### config.mk
export PLATFORM = sky130hd
export DESIGN_NAME = mi4_ctrl
export DESIGN_NICKNAME = d
export VERILOG_FILES = /design/src/mi4_pkg.sv /design/src/mi4_ctrl.sv
export SDC_FILE = /design/constraint.sdc
export NUM_CORES = 1
export LEC_CHECK = 0
export BUFFER_PORTS_ARGS = -buffer_cell sky130_fd_sc_hd__buf_2
export CORE_ASPECT_RATIO = 0.75
export CORE_MARGIN = 5
export CORE_UTILIZATION = 52
export DETAILED_ROUTE_END_ITERATION = 8
export GPL_ROUTABILITY_DRIVEN = 0
export PLACE_DENSITY_LB_ADDON = 0.3
export SYNTH_ARGS = -nofsm -noshare
export SYNTH_HDL_FRONTEND = slang
export SYNTH_SLANG_ARGS = --single-unit
### constraint.sdc
create_clock -name clock -period 3.8 [get_ports clock]
set_clock_uncertainty 0.2 [all_clocks]
set_input_delay 0.76 -clock clock [delete_from_list [all_inputs] [get_ports clock]]
set_output_delay 0.76 -clock clock [all_outputs]
set_load 0.03 [all_outputs]
### src/mi4_pkg.sv
// ----------------------------------------------------------------------------
// mi4_pkg: shared types, constants and step decode for the 4x4 inverse
// Micro-step table of the sequencer, command and status bundles between the
// controller and the datapath.
// ----------------------------------------------------------------------------
package mi4_pkg;

   localparam int FRAC_BITS_DEF = 16;

   localparam logic signed [63:0] S64_MAX = {1'b0, {63{1'b1}}};
   localparam logic signed [63:0] S64_MIN = {1'b1, {63{1'b0}}};

   // step counter layout: 24 minor steps, 6 determinant steps, 64 element steps
   localparam logic [6:0] PC_DET_FIRST = 7'd24;
   localparam logic [6:0] PC_DET_LAST  = 7'd29;
   localparam logic [6:0] PC_ELEM_BASE = 7'd30;

   localparam logic [3:0] MINOR_C_BASE = 4'd6;
   localparam logic [3:0] MINOR_LAST   = 4'd11;

   localparam logic [1:0] LAST_ROW_IDX = 2'd3;

   // column pairs of the minors: (0,1) (0,2) (0,3) (1,2) (1,3) (2,3)
   localparam logic [1:0] PAIR_A [6] = '{2'd0, 2'd0, 2'd0, 2'd1, 2'd1, 2'd2};
   localparam logic [1:0] PAIR_B [6] = '{2'd1, 2'd2, 2'd3, 2'd2, 2'd3, 2'd3};

   localparam logic [1:0] ELEM_COL [4][3] = '{
      '{2'd1, 2'd2, 2'd3}, '{2'd0, 2'd2, 2'd3},
      '{2'd0, 2'd1, 2'd3}, '{2'd0, 2'd1, 2'd2}};
   localparam logic [2:0] MINOR_SEL [4][3] = '{
      '{3'd5, 3'd4, 3'd3}, '{3'd5, 3'd2, 3'd1},
      '{3'd4, 3'd2, 3'd0}, '{3'd3, 3'd1, 3'd0}};
   localparam logic [1:0] SRC_ROW [4] = '{2'd1, 2'd0, 2'd3, 2'd2};

   typedef enum logic [1:0] {A_MEM, A_MINOR, A_ACC} a_src_type;
   typedef enum logic [1:0] {B_MEM, B_MINOR, B_RECIP} b_src_type;
   typedef enum logic [1:0] {OP_LOAD, OP_ADD, OP_SUB} acc_op_type;

   typedef enum logic [2:0] {
      ST_LOAD, ST_ISSUE, ST_WAIT, ST_DIV, ST_DIV_WAIT, ST_EMIT
   } state_type;

   typedef struct packed {
      logic [3:0] rd_a;      // {row, col} for operand A
      logic [3:0] rd_b;      // {row, col} for operand B
      logic [3:0] mn_a;
      logic [3:0] mn_b;
      a_src_type  a_src;
      b_src_type  b_src;
      acc_op_type acc_op;
      logic       neg;
      logic       wr_minor;
      logic [3:0] mn_w;
      logic       wr_det;
      logic       elem;
      logic [1:0] col;
   } uop_type;

   typedef struct packed {
      logic       wr_row;
      logic [1:0] row_idx;
      logic       clr_sat;
      logic       op_start;
      uop_type    uop;
      logic       div_start;
      logic       snap;
      logic [1:0] snap_row;
   } ctrl_cmd_type;

   typedef struct packed {
      logic op_done;
      logic div_done;
   } dp_stat_type;

   function automatic uop_type uop_decode(input logic [6:0] pc);
      uop_type    u;
      logic [3:0] m;
      logic       g;
      logic [2:0] p;
      logic [2:0] dk;
      logic [5:0] e;
      logic [1:0] i;
      logic [1:0] j;
      logic [1:0] k;
      u  = '0;
      m  = pc[4:1];
      g  = (m >= MINOR_C_BASE);
      p  = g ? 3'(m - MINOR_C_BASE) : m[2:0];
      dk = 3'(pc - PC_DET_FIRST);
      e  = 6'(pc - PC_ELEM_BASE);
      i  = e[5:4];
      j  = e[3:2];
      k  = e[1:0];
      if (pc < PC_DET_FIRST) begin
         u.a_src = A_MEM;
         u.b_src = B_MEM;
         if (!pc[0]) begin
            u.rd_a   = {g, 1'b0, PAIR_A[p]};
            u.rd_b   = {g, 1'b1, PAIR_B[p]};
            u.acc_op = OP_LOAD;
         end else begin
            u.rd_a     = {g, 1'b1, PAIR_A[p]};
            u.rd_b     = {g, 1'b0, PAIR_B[p]};
            u.acc_op   = OP_SUB;
            u.wr_minor = 1'b1;
            u.mn_w     = m;
         end
      end else if (pc <= PC_DET_LAST) begin
         // det = s0c5 - s1c4 + s2c3 + s3c2 - s4c1 + s5c0
         u.a_src = A_MINOR;
         u.b_src = B_MINOR;
         u.mn_a  = {1'b0, dk};
         u.mn_b  = MINOR_LAST - {1'b0, dk};
         case (dk)
            3'd0:    u.acc_op = OP_LOAD;
            3'd1:    u.acc_op = OP_SUB;
            3'd4:    u.acc_op = OP_SUB;
            default: u.acc_op = OP_ADD;
         endcase
         u.wr_det = (dk == 3'd5);
      end else if (k != 2'd3) begin
         u.a_src = A_MEM;
         u.b_src = B_MINOR;
         u.rd_a  = {SRC_ROW[j], ELEM_COL[i][k]};
         u.mn_b  = {1'b0, MINOR_SEL[i][k]} + (j[1] ? 4'd0 : MINOR_C_BASE);
         case (k)
            2'd0:    u.acc_op = OP_LOAD;
            2'd1:    u.acc_op = OP_SUB;
            default: u.acc_op = OP_ADD;
         endcase
         u.neg = (k == 2'd2) && (i[0] ^ j[0]);
      end else begin
         u.a_src  = A_ACC;
         u.b_src  = B_RECIP;
         u.acc_op = OP_LOAD;
         u.elem   = 1'b1;
         u.col    = j;
      end
      return u;
   endfunction

endpackage

### src/mi4_ctrl.sv
// ----------------------------------------------------------------------------
// mi4_ctrl: inverse sequencer
// Loads rows, steps through the minor, determinant, reciprocal and element
// steps, and hands finished rows to the result register.
// ----------------------------------------------------------------------------
module mi4_ctrl (
   input  logic                  clock,
   input  logic                  reset,
   input  logic                  req_valid,
   output logic                  req_ready,
   output logic                  rsp_valid,
   input  logic                  rsp_ready,
   input  mi4_pkg::dp_stat_type  stat,
   output mi4_pkg::ctrl_cmd_type cmd
);

   mi4_pkg::state_type state_ff, state_in;
   logic [6:0] pc_ff, pc_in;
   logic [1:0] rows_ff, rows_in;
   logic       out_valid_ff, out_valid_in;
   logic [5:0] e;

   always_comb begin
      e            = 6'(pc_ff - mi4_pkg::PC_ELEM_BASE);
      state_in     = state_ff;
      pc_in        = pc_ff;
      rows_in      = rows_ff;
      req_ready    = 1'b0;
      cmd          = '0;
      cmd.uop      = mi4_pkg::uop_decode(pc_ff);
      cmd.row_idx  = rows_ff;
      cmd.snap_row = e[5:4];
      case (state_ff)
         mi4_pkg::ST_LOAD: begin
            req_ready = 1'b1;
            if (req_valid) begin
               cmd.wr_row = 1'b1;
               rows_in    = rows_ff + 2'd1;
               if (rows_ff == mi4_pkg::LAST_ROW_IDX) begin
                  cmd.clr_sat = 1'b1;
                  pc_in       = '0;
                  state_in    = mi4_pkg::ST_ISSUE;
               end
            end
         end
         mi4_pkg::ST_ISSUE: begin
            cmd.op_start = 1'b1;
            state_in     = mi4_pkg::ST_WAIT;
         end
         mi4_pkg::ST_WAIT: begin
            if (stat.op_done) begin
               pc_in = pc_ff + 7'd1;
               if (pc_ff == mi4_pkg::PC_DET_LAST)
                  state_in = mi4_pkg::ST_DIV;
               else if (pc_ff >= mi4_pkg::PC_ELEM_BASE && e[3:0] == 4'hF)
                  state_in = mi4_pkg::ST_EMIT;
               else
                  state_in = mi4_pkg::ST_ISSUE;
            end
         end
         mi4_pkg::ST_DIV: begin
            cmd.div_start = 1'b1;
            state_in      = mi4_pkg::ST_DIV_WAIT;
         end
         mi4_pkg::ST_DIV_WAIT: begin
            if (stat.div_done)
               state_in = mi4_pkg::ST_ISSUE;
         end
         mi4_pkg::ST_EMIT: begin
            // pc already points past the row's last step
            cmd.snap_row = 2'(e[5:4] - 2'd1);
            if (!out_valid_ff || rsp_ready) begin
               cmd.snap = 1'b1;
               if (cmd.snap_row == mi4_pkg::LAST_ROW_IDX)
                  state_in = mi4_pkg::ST_LOAD;
               else
                  state_in = mi4_pkg::ST_ISSUE;
            end
         end
         default: state_in = mi4_pkg::ST_LOAD;
      endcase

      if (cmd.snap)
         out_valid_in = 1'b1;
      else if (rsp_ready)
         out_valid_in = 1'b0;
      else
         out_valid_in = out_valid_ff;
   end

   always_ff @(posedge clock) begin
      if (reset) begin
         state_ff     <= mi4_pkg::ST_LOAD;
         pc_ff        <= '0;
         rows_ff      <= '0;
         out_valid_ff <= 1'b0;
      end else begin
         state_ff     <= state_in;
         pc_ff        <= pc_in;
         rows_ff      <= rows_in;
         out_valid_ff <= out_valid_in;
      end
   end

   assign rsp_valid = out_valid_ff;

endmodule

# [Yosys cells after proc, flatten, opt, wreduce, memory -nomap -nowiden]
# Memories as Yosys holds them, arrays and structs flattened.
# Cells that the tools add are included.
[word_totals] reg_bits=13 latch_bits=0 ram_bits=0 romBits=32 input_bits=6 output_inout_bits=43 n_memories=2
[classes] n_addsub=8 mul=0 div_mod_pow=0 n_lt_le_gt_ge=8 n_eq_ne=20 shifts=0 mux=69 n_bitwise=5 n_reduce_logical=13
[memory_table] memory="(name not given)" words=8 word_bits=2 read_ports=1 rd_ports_with_merged_regs=0 wr=0 line_no="mi4_pkg.sv:103" rtl="u.rd_b = {g, 1'b0, PAIR_B[p]};"
[memory_table] memory="(name not given)" words=8 word_bits=2 read_ports=1 rd_ports_with_merged_regs=0 wr=0 line_no="mi4_pkg.sv:102" rtl="u.rd_a = {g, 1'b1, PAIR_A[p]};"
[ops] op="two-way mux 3 bit" n=15
[ops] op="two-way mux 7 bit" n=4
[ops] op="two-way mux 4 bit" n=6
[ops] op="two-way mux 6 bit" n=4
[ops] op="binary-select mux 9 bit (select 2 bit)" n=1
[ops] op="two-way mux 2 bit" n=9
[ops] op="two-way mux 9 bit" n=2
[ops] op="one-hot mux 3 bit (6 select lines)" n=1
[ops] op="two-way mux 1 bit" n=16
[ops] op="one-hot mux 7 bit (2 select lines)" n=1
[ops] op="binary-select mux 6 bit (select 2 bit)" n=1
[ops] op="== test 3 bit (second input constant)" n=4
[ops] op="!= test 2 bit (second input constant)" n=6
[ops] op="two-way mux 10 bit" n=1
[ops] op="two-way mux 5 bit" n=2
[ops] op="greater-or-equal comparator 3 bit (second input constant)" n=3
[ops] op="NOT 2 -> 3 bit" n=3
[ops] op="binary-select mux 2 bit (select 2 bit)" n=2
[ops] op="two-way mux 8 bit" n=1
[ops] op="one-hot mux 2 bit (2 select lines)" n=2
[ops] op="adder 7 x 1 -> 7 bit (second input constant)" n=1
[ops] op="== test 7 x 5 -> 1 bit (second input constant)" n=1
[ops] op="greater-or-equal comparator 7 x 5 -> 1 bit (second input constant)" n=1
[ops] op="<= comparator 7 x 5 -> 1 bit (second input constant)" n=1
[ops] op="other kinds (28)" n=35

# [Longest topological paths before layout]
# Gate-level depths: netlist (run 1).
[logic_depth] ltp_word=12 mapped_depth=14 depth_no_buf=13

# [Worst setup path after synthesis (run 1)]
# No wires, ideal clock.
[synth_timing] kind="flip-flop to output port" startpoint="register pc_ff[2]" endpoint="output port cmd[22] (netlist bit)" t_arrival_ps=2834 path_slack_ps=6 stages_incl_launch_ff=15 path_buffers=1 path_cell_list="dfxtp_1 > ha_1 > buf_4 > nand3_1 > xnor2_2 > inv_2 > ha_1 > nand2_1 > a22oi_1 > ha_1 > fa_1 > nor2b_1 > nand2_1 > a21oi_1 > a21o_1"
[synth_lines] item="start, declared" line_no="mi4_ctrl.sv:18" rtl="logic [6:0] pc_ff, pc_in;"
[synth_lines] item="start signal, assigned" line_no="mi4_ctrl.sv:99" rtl="pc_ff <= pc_in;"
[synth_lines] item="end, declared" line_no="mi4_ctrl.sv:14" rtl="output mi4_pkg::ctrl_cmd_type cmd"

==> impl_results.md, run 1 <==
* Status: finished, final reports clean
* # diodes at 0
* Max cap viols at 0
* Post-Synth XOR/XNOR Area at 0.0751
* # fillers at approximately 270
* DIE AREA at around 0.0043 mm²
* P_int at 242 µW
* FP Rows at 17
* CTS tree: built
* #FFs+latches synth at 13
* Largest family of logic cells by synthesized area: simple AND/OR/NAND/NOR gates
* Syn nets at between 200 and 250
* Worst setup EP type: output pin
* Setup violations, final at 0
* DR iter-0 viols at between 150 and 200
* Area Overhead vs Synth at 24.7%
* Post-Synth Adder-Cell Area at 0.0908
* Top_reg_cell synth: dfxtp_1
* Die width at roughly 74 µm
* Worst skew pair latency at 0.25 ns
* Startpoint types: flop
* Residual DRC at 0
* Crit path kind: reg2out
* Hold crit path type: reg2reg
* Total iterations of the first detailed-routing run at 4
* Final Hold Fails at 0
* HPWL Detailed at 3310 µm
* Sequential fraction of the synthesis area at 0.163
* Count of input and output buffers at 47
* Clk pin slew, worst setup/hold paths at roughly 0.060 ns
* Grt ovf at 0
* Largest net degree at the start of global routing at 21
* Vias post-DR at roughly 1.7k
* Final Max Tran Viols at 0
* Total Routing Usage GR at 0.210
* Core area at around 0.0030 mm²
* Sw frac at 0.316
* Setup total negative slack at 0 ns
* Tcrit/Tclk final at 0.978
* Inst Count DP at just under 300
* Vias in the first global route at around 1.5k
* Comb power frac at 0.217
* Placement Cell Area at 0.00185 mm²
* Wire length per cell at around 15 µm
* RSZ-0062 raised after global routing: yes
* Die height at just under 60 µm
* Cell leakage power at approximately 0.00095 µW
* Fin nets at 277
* Post-Route WL at 4550 µm
* Multiplexer share of the synthesized area at 0.0125
* Initial Utilization at 0.541
* Finished Cell Area at 0.00199 mm²
* Async set-reset flop share out of synthesis at 0
* Via/cell ratio at just under 6
* First-pass GRT wire length at slightly above 7000 µm
* Fmax at around 270 MHz
* Average size of a mapped cell at approximately 7.6 µm²
* Post-synthesis compound-gate area fraction at 0.272
* Post-CTS Hold Fix Bufs at 0
* Post-synthesis simple-gate area fraction at 0.273
* Final Non-Filler Cells at ~300
* CP max FO at 5
* Clock power frac at 0.362
* CP Data Arrival Time at ~2.8 ns
* Yosys cell types at 62
* Flop pwr share at 0.420
* Share of layout cells above drive strength 1 at 0.344
* Routed Antenna Nets at 0
* Clock sink count at 13
* Hold slack at ~0.29 ns
* Tmin final at between 3 and 4 ns
* Num CTS Buffers at 3
* Initial antenna violation count at 0
* I/O pin total at between 40 and 50
* CTS Buffer Depth at 2
* Psw at approximately 110 µW
* Worst Path Required at between 2 and 3 ns
* H-Tree Level Count at 1
* PwrDens at between 150 and 200 mW/mm²
* Synth Instances at around 210
* Synth Warn # at 0
* Mapped cell area at roughly 0.0016 mm²
* Post-synth EDFFs at 0
* Peak VDD IR at 0.190 mV
* CTS root buf: clkbuf_8
==> Yosys cell counts (4+ instances only) <==
master	number	share of area
a21oi_1	14	0.044
and3_1	6	0.023
buf_4	9	0.042
dfxtp_1	13	0.16
ha_1	10	0.078
inv_1	11	0.026
nand2_1	13	0.031
nand2b_1	4	0.016
nand3_1	10	0.031
nor2_1	24	0.056
nor2b_1	5	0.020
nor3_1	4	0.013
o2111ai_1	5	0.027
o211ai_1	4	0.019
xnor2_1	6	0.033
xor2_1	4	0.022
==> state kept, by name, summed over array words and instances, names as in the netlist <==
signal and cells:
state_ff 3, pc_ff 7, rsp_valid 1, rows_ff 2
==> cell families (layout without fill, tap and decap cells) <==
logic type,Yosys count,after routing
adder cells (fa/ha/maj),11,11
XOR/XNOR,12,12
buffers and inverters,31,79
AO/OA/AOI/OAI,59,59
flip-flops,13,13
other,1,1
multiplexers,2,2
AND/OR/NAND/NOR,82,82
==> placed cells by master (no fill, tap or decap), drive strengths merged, types with 2 or more instances in the layout <==
cell / n
or2: 2
a22o: 2
o211ai: 4
and2: 2
a211oi: 2
nor2: 25
nand2: 13
nand3: 10
a21o: 3
o21bai: 2
inv: 13
ha: 10
xor2: 4
nor3: 5
dfxtp: 13
and3: 6
a211o: 2
nand2b: 4
clkbuf: 4
o21ai: 5
buf: 61
mux2i: 2
o31ai: 2
a22oi: 3
a31oi: 2
xnor2: 8
o22ai: 3
or4b: 2
nor2b: 5
o2111ai: 5
a21oi: 14
==> worst paths after layout <==
kind,from,end,slack [ns],depth (start not counted)
max,pc_ff[2],cmd[22],0.08,14
min,rows_ff[1],rows_ff[1],0.29,2
max reg2reg,pc_ff[1],state_ff[2],1.44,7
min reg2reg,rows_ff[1],rows_ff[1],0.29,2
==> metrics by stage <==
step,setup WS [ns],total power (µW),utilization
2_1_floorplan,0.00601,207,-
3_3_place_gp,0.257,226,0.626
3_5_place_dp,0.159,227,0.626
4_1_cts,0.0189,357,0.652
5_1_grt,-0.0442,373,0.675
6_report,0.0837,354,0.675
==> power groups by stage <==
stage                     combinational (µW)  sequential, µW  clock (µW)
after floorplan                         53.3             154           0
after global placement                  73.9             152           0
after detailed placement                74.8             152           0
after CTS                               76.4             149         131
after global routing                    84.6             150         139
final                                   76.9             149         128
==> area by class of cell <==
cell class                 instances  area, µm²  share of cell area
multi-input combinational        167       1220               0.614
timing repair buffer              61        354               0.178
sequential                        13        265               0.133
inverter                          14       57.6              0.0289
tap                               38       47.5              0.0238
clock buffer                       4       45.0              0.0226
==> repair_timing <==
| action | CTS | global route |
|---|---|---|
| resized for setup | 10 | 11 |
| pin swaps | 2 | 4 |
| gates cloned | 0 | 0 |
| buffers inserted | 0 | 2 |
| setup endpoints to repair | 1 | 1 |
==> layer usage <==
metal / GRT usage / vias to the layer above / part of all wire
li1: - / 861 / -
met1: 0.323 / 793 / 0.46
met2: 0.303 / 65 / 0.46
met3: 0.0416 / 2 / 0.080
met4: 0.0310 / 0 / 0.00088
met5: 0 / - / 0
==> critical path, stage by stage, from the launching register on <==
cell	delay (ns)
dfxtp_4	0.37
buf_6	0.12
ha_4	0.15
nand2_4	0.05
xnor2_2	0.15
ha_1	0.30
nand2_1	0.08
a22oi_2	0.05
ha_2	0.18
fa_1	0.48
nor2b_4	0.16
nand2_2	0.06
a21oi_2	0.11
a21o_1	0.11
buf_6	0.13
No activity file was read; power rests on OpenSTA's default activity.
==> run 2: changes to the inputs <==
==> constraint.sdc (replaced) <==
create_clock -name clock -period 3.8 [get_ports clock]
set_clock_uncertainty 0.2 [all_clocks]
set_input_delay 0.76 -clock clock [delete_from_list [all_inputs] [get_ports clock]]
set_output_delay 0.76 -clock clock [all_outputs]
set_load 0.02 [all_outputs]
==> impl_results.md, run 2 (synthesized netlist as in run 1, its figures left out) <==
* CTS root buf: clkbuf_8
* CTS tree: built
* Vias post-DR at approximately 1.7k
* H-Tree Level Count at 1
* HPWL Detailed at between 3000 and 4000 µm
* Setup violations, final at 0
* Placement Cell Area at 0.00185 mm²
* Crit path kind: reg2out
* FP Rows at 17
* Clock power frac at 0.365
* P_int at roughly 240 µW
* Wire length per cell at 14.9 µm
* Area Overhead vs Synth at 24.6%
* Startpoint types: flop
* Routed Antenna Nets at 0
* Pre-CTS WS at 0.237 ns
* Fin nets at about 280
* CP Data Arrival Time at around 2.8 ns
* DR iter-0 viols at 147
* Die height at just under 60 µm
* Worst Path Required at approximately 2.8 ns
* CTS Buffer Depth at 2
* Largest Register: pc_ff
* Worst setup EP type: output pin
* Worst skew pair latency at between 0.2 and 0.25 ns
* Status: finished, final reports clean
* GRT met3 Usage at 0.0451
* First-pass GRT wire length at around 7000 µm
* Largest net degree at the start of global routing at 21
* Fmax at 268 MHz
* Initial antenna violation count at 0
* Tmin final at approximately 3.7 ns
* Inst Count DP at roughly 290
* # diodes at 0
* Total iterations of the first detailed-routing run at 4
* Share of layout cells above drive strength 1 at 0.346
* Via/cell ratio at around 5.7
* Most frequent cells in the layout: buf_2, nor2_1, buf_4, a21oi_1, nand2_1
* Final Hold Fails at 0
* Met2 Use GR at 0.297
* PwrDens at about 170 mW/mm²
* DIE AREA at between 0.004 and 0.005 mm²
* Residual DRC at 0
* I/O pin total at 49
* Core Util, Final at 0.674
* Cell leakage power at approximately 0.00094 µW
* Total Routing Usage GR at 0.209
* Post-Route WL at roughly 4400 µm
* R2r setup slk at 1.49 ns
* Initial Utilization at 0.541
* Finished Cell Area at 0.00199 mm²
* CP max FO at 4
* Flop pwr share at 0.433
* Largest regs: pc_ff x7, state_ff x3, rows_ff x2
* Max cap viols at 0
* Final Max Tran Viols at 0
* Peak VDD IR at approximately 0.23 mV
* Total power at about 350 µW
* Grt ovf at 0
* Final Non-Filler Cells at roughly 300
* Clk pin slew, worst setup/hold paths at roughly 0.060 ns
* Clock sink count at 13
* M1 GR Usage at 0.326
* Core area at around 0.0030 mm²
* Commonest non-fill, non-tap cell in the layout: buf_2
* Vias in the first global route at 1,485
* Num CTS Buffers at 3
* Hold crit path type: reg2reg
* Max reg flops at 7
* Die width at about 74 µm
* Final worst setup slack at a little under 0.07 ns
* Sw frac at 0.297
* Psw at approximately 100 µW
* Most Crowded Layer GR: met1
* Count of input and output buffers at 47
* Tcrit/Tclk final at 0.982
* Comb power frac at 0.202
run 2: cell types whose count changed in the layout (fill, tap and decap cells not counted), sizes merged:
cell,change
buf,+1
run 2: metrics by stage:
| stage | setup TNS [ns] | hold slack, ns |
|---|---|---|
| global route | -0.0368 | 0.324 |
| CTS | 0 | 0.282 |
| floorplan | 0 | 0.295 |
| global placement | 0 | 0.274 |
| finish | 0 | 0.282 |
| detailed placement | 0 | 0.273 |
run 2: power groups by stage:
| stage | Combinational (µW) | Sequential, µW | Clock (µW) |
|---|---|---|---|
| floorplan | 48.5 | 152 | 0 |
| CTS | 68.0 | 149 | 126 |
| global route | 76.9 | 151 | 135 |
| detailed placement | 67.3 | 152 | 0 |
| finish | 69.7 | 150 | 126 |
| global placement | 66.7 | 152 | 0 |
run 2: routing by layer:
metal	share of wire	vias up	routed length, µm
met2	0.44	58	1940
li1	-	864	-
met4	0.0052	0	23
met3	0.064	2	283
met1	0.49	777	2190
met5	0	-	0
run 2: layout make-up:
type | instances | area [µm²]
Clock buffer | 4 | 45.0
Timing Repair Buffer | 62 | 358
Multi-Input combinational cell | 167 | 1220
Sequential cell | 13 | 263
Tap cell | 38 | 47.5
Fill cell | 250 | 963
Inverter | 14 | 57.6
run 2: path summary, 6_finish.rpt:
check,startpoint,end,cells past startpoint
hold reg to reg,rows_ff[1],rows_ff[1],2
setup / recovery,pc_ff[2],cmd[22],14
hold / removal,rows_ff[1],rows_ff[1],2
setup reg to reg,pc_ff[1],state_ff[2],7
run 2: worst max-delay path: stages (launching register included):
cell and delay, ns:
dfxtp_2 0.38, buf_6 0.13, ha_4 0.14, nand2_2 0.06
xnor2_2 0.20, ha_1 0.25, nand2_1 0.08, a22oi_2 0.05
ha_2 0.19, fa_1 0.48, nor2b_4 0.14, nand2_1 0.08
a21oi_2 0.14, a21o_1 0.09, buf_4 0.13
run 2: repair_timing:
| action | CTS | global route |
|---|---|---|
| hold endpoints to repair | 0 | 0 |
| gates cloned | 0 | 0 |
| setup buffers | 0 | 3 |
| endpoints found under the setup margin | 1 | 1 |
| pin swaps | 1 | 4 |
| hold buffers | 0 | 0 |
| gates resized for setup | 4 | 14 |
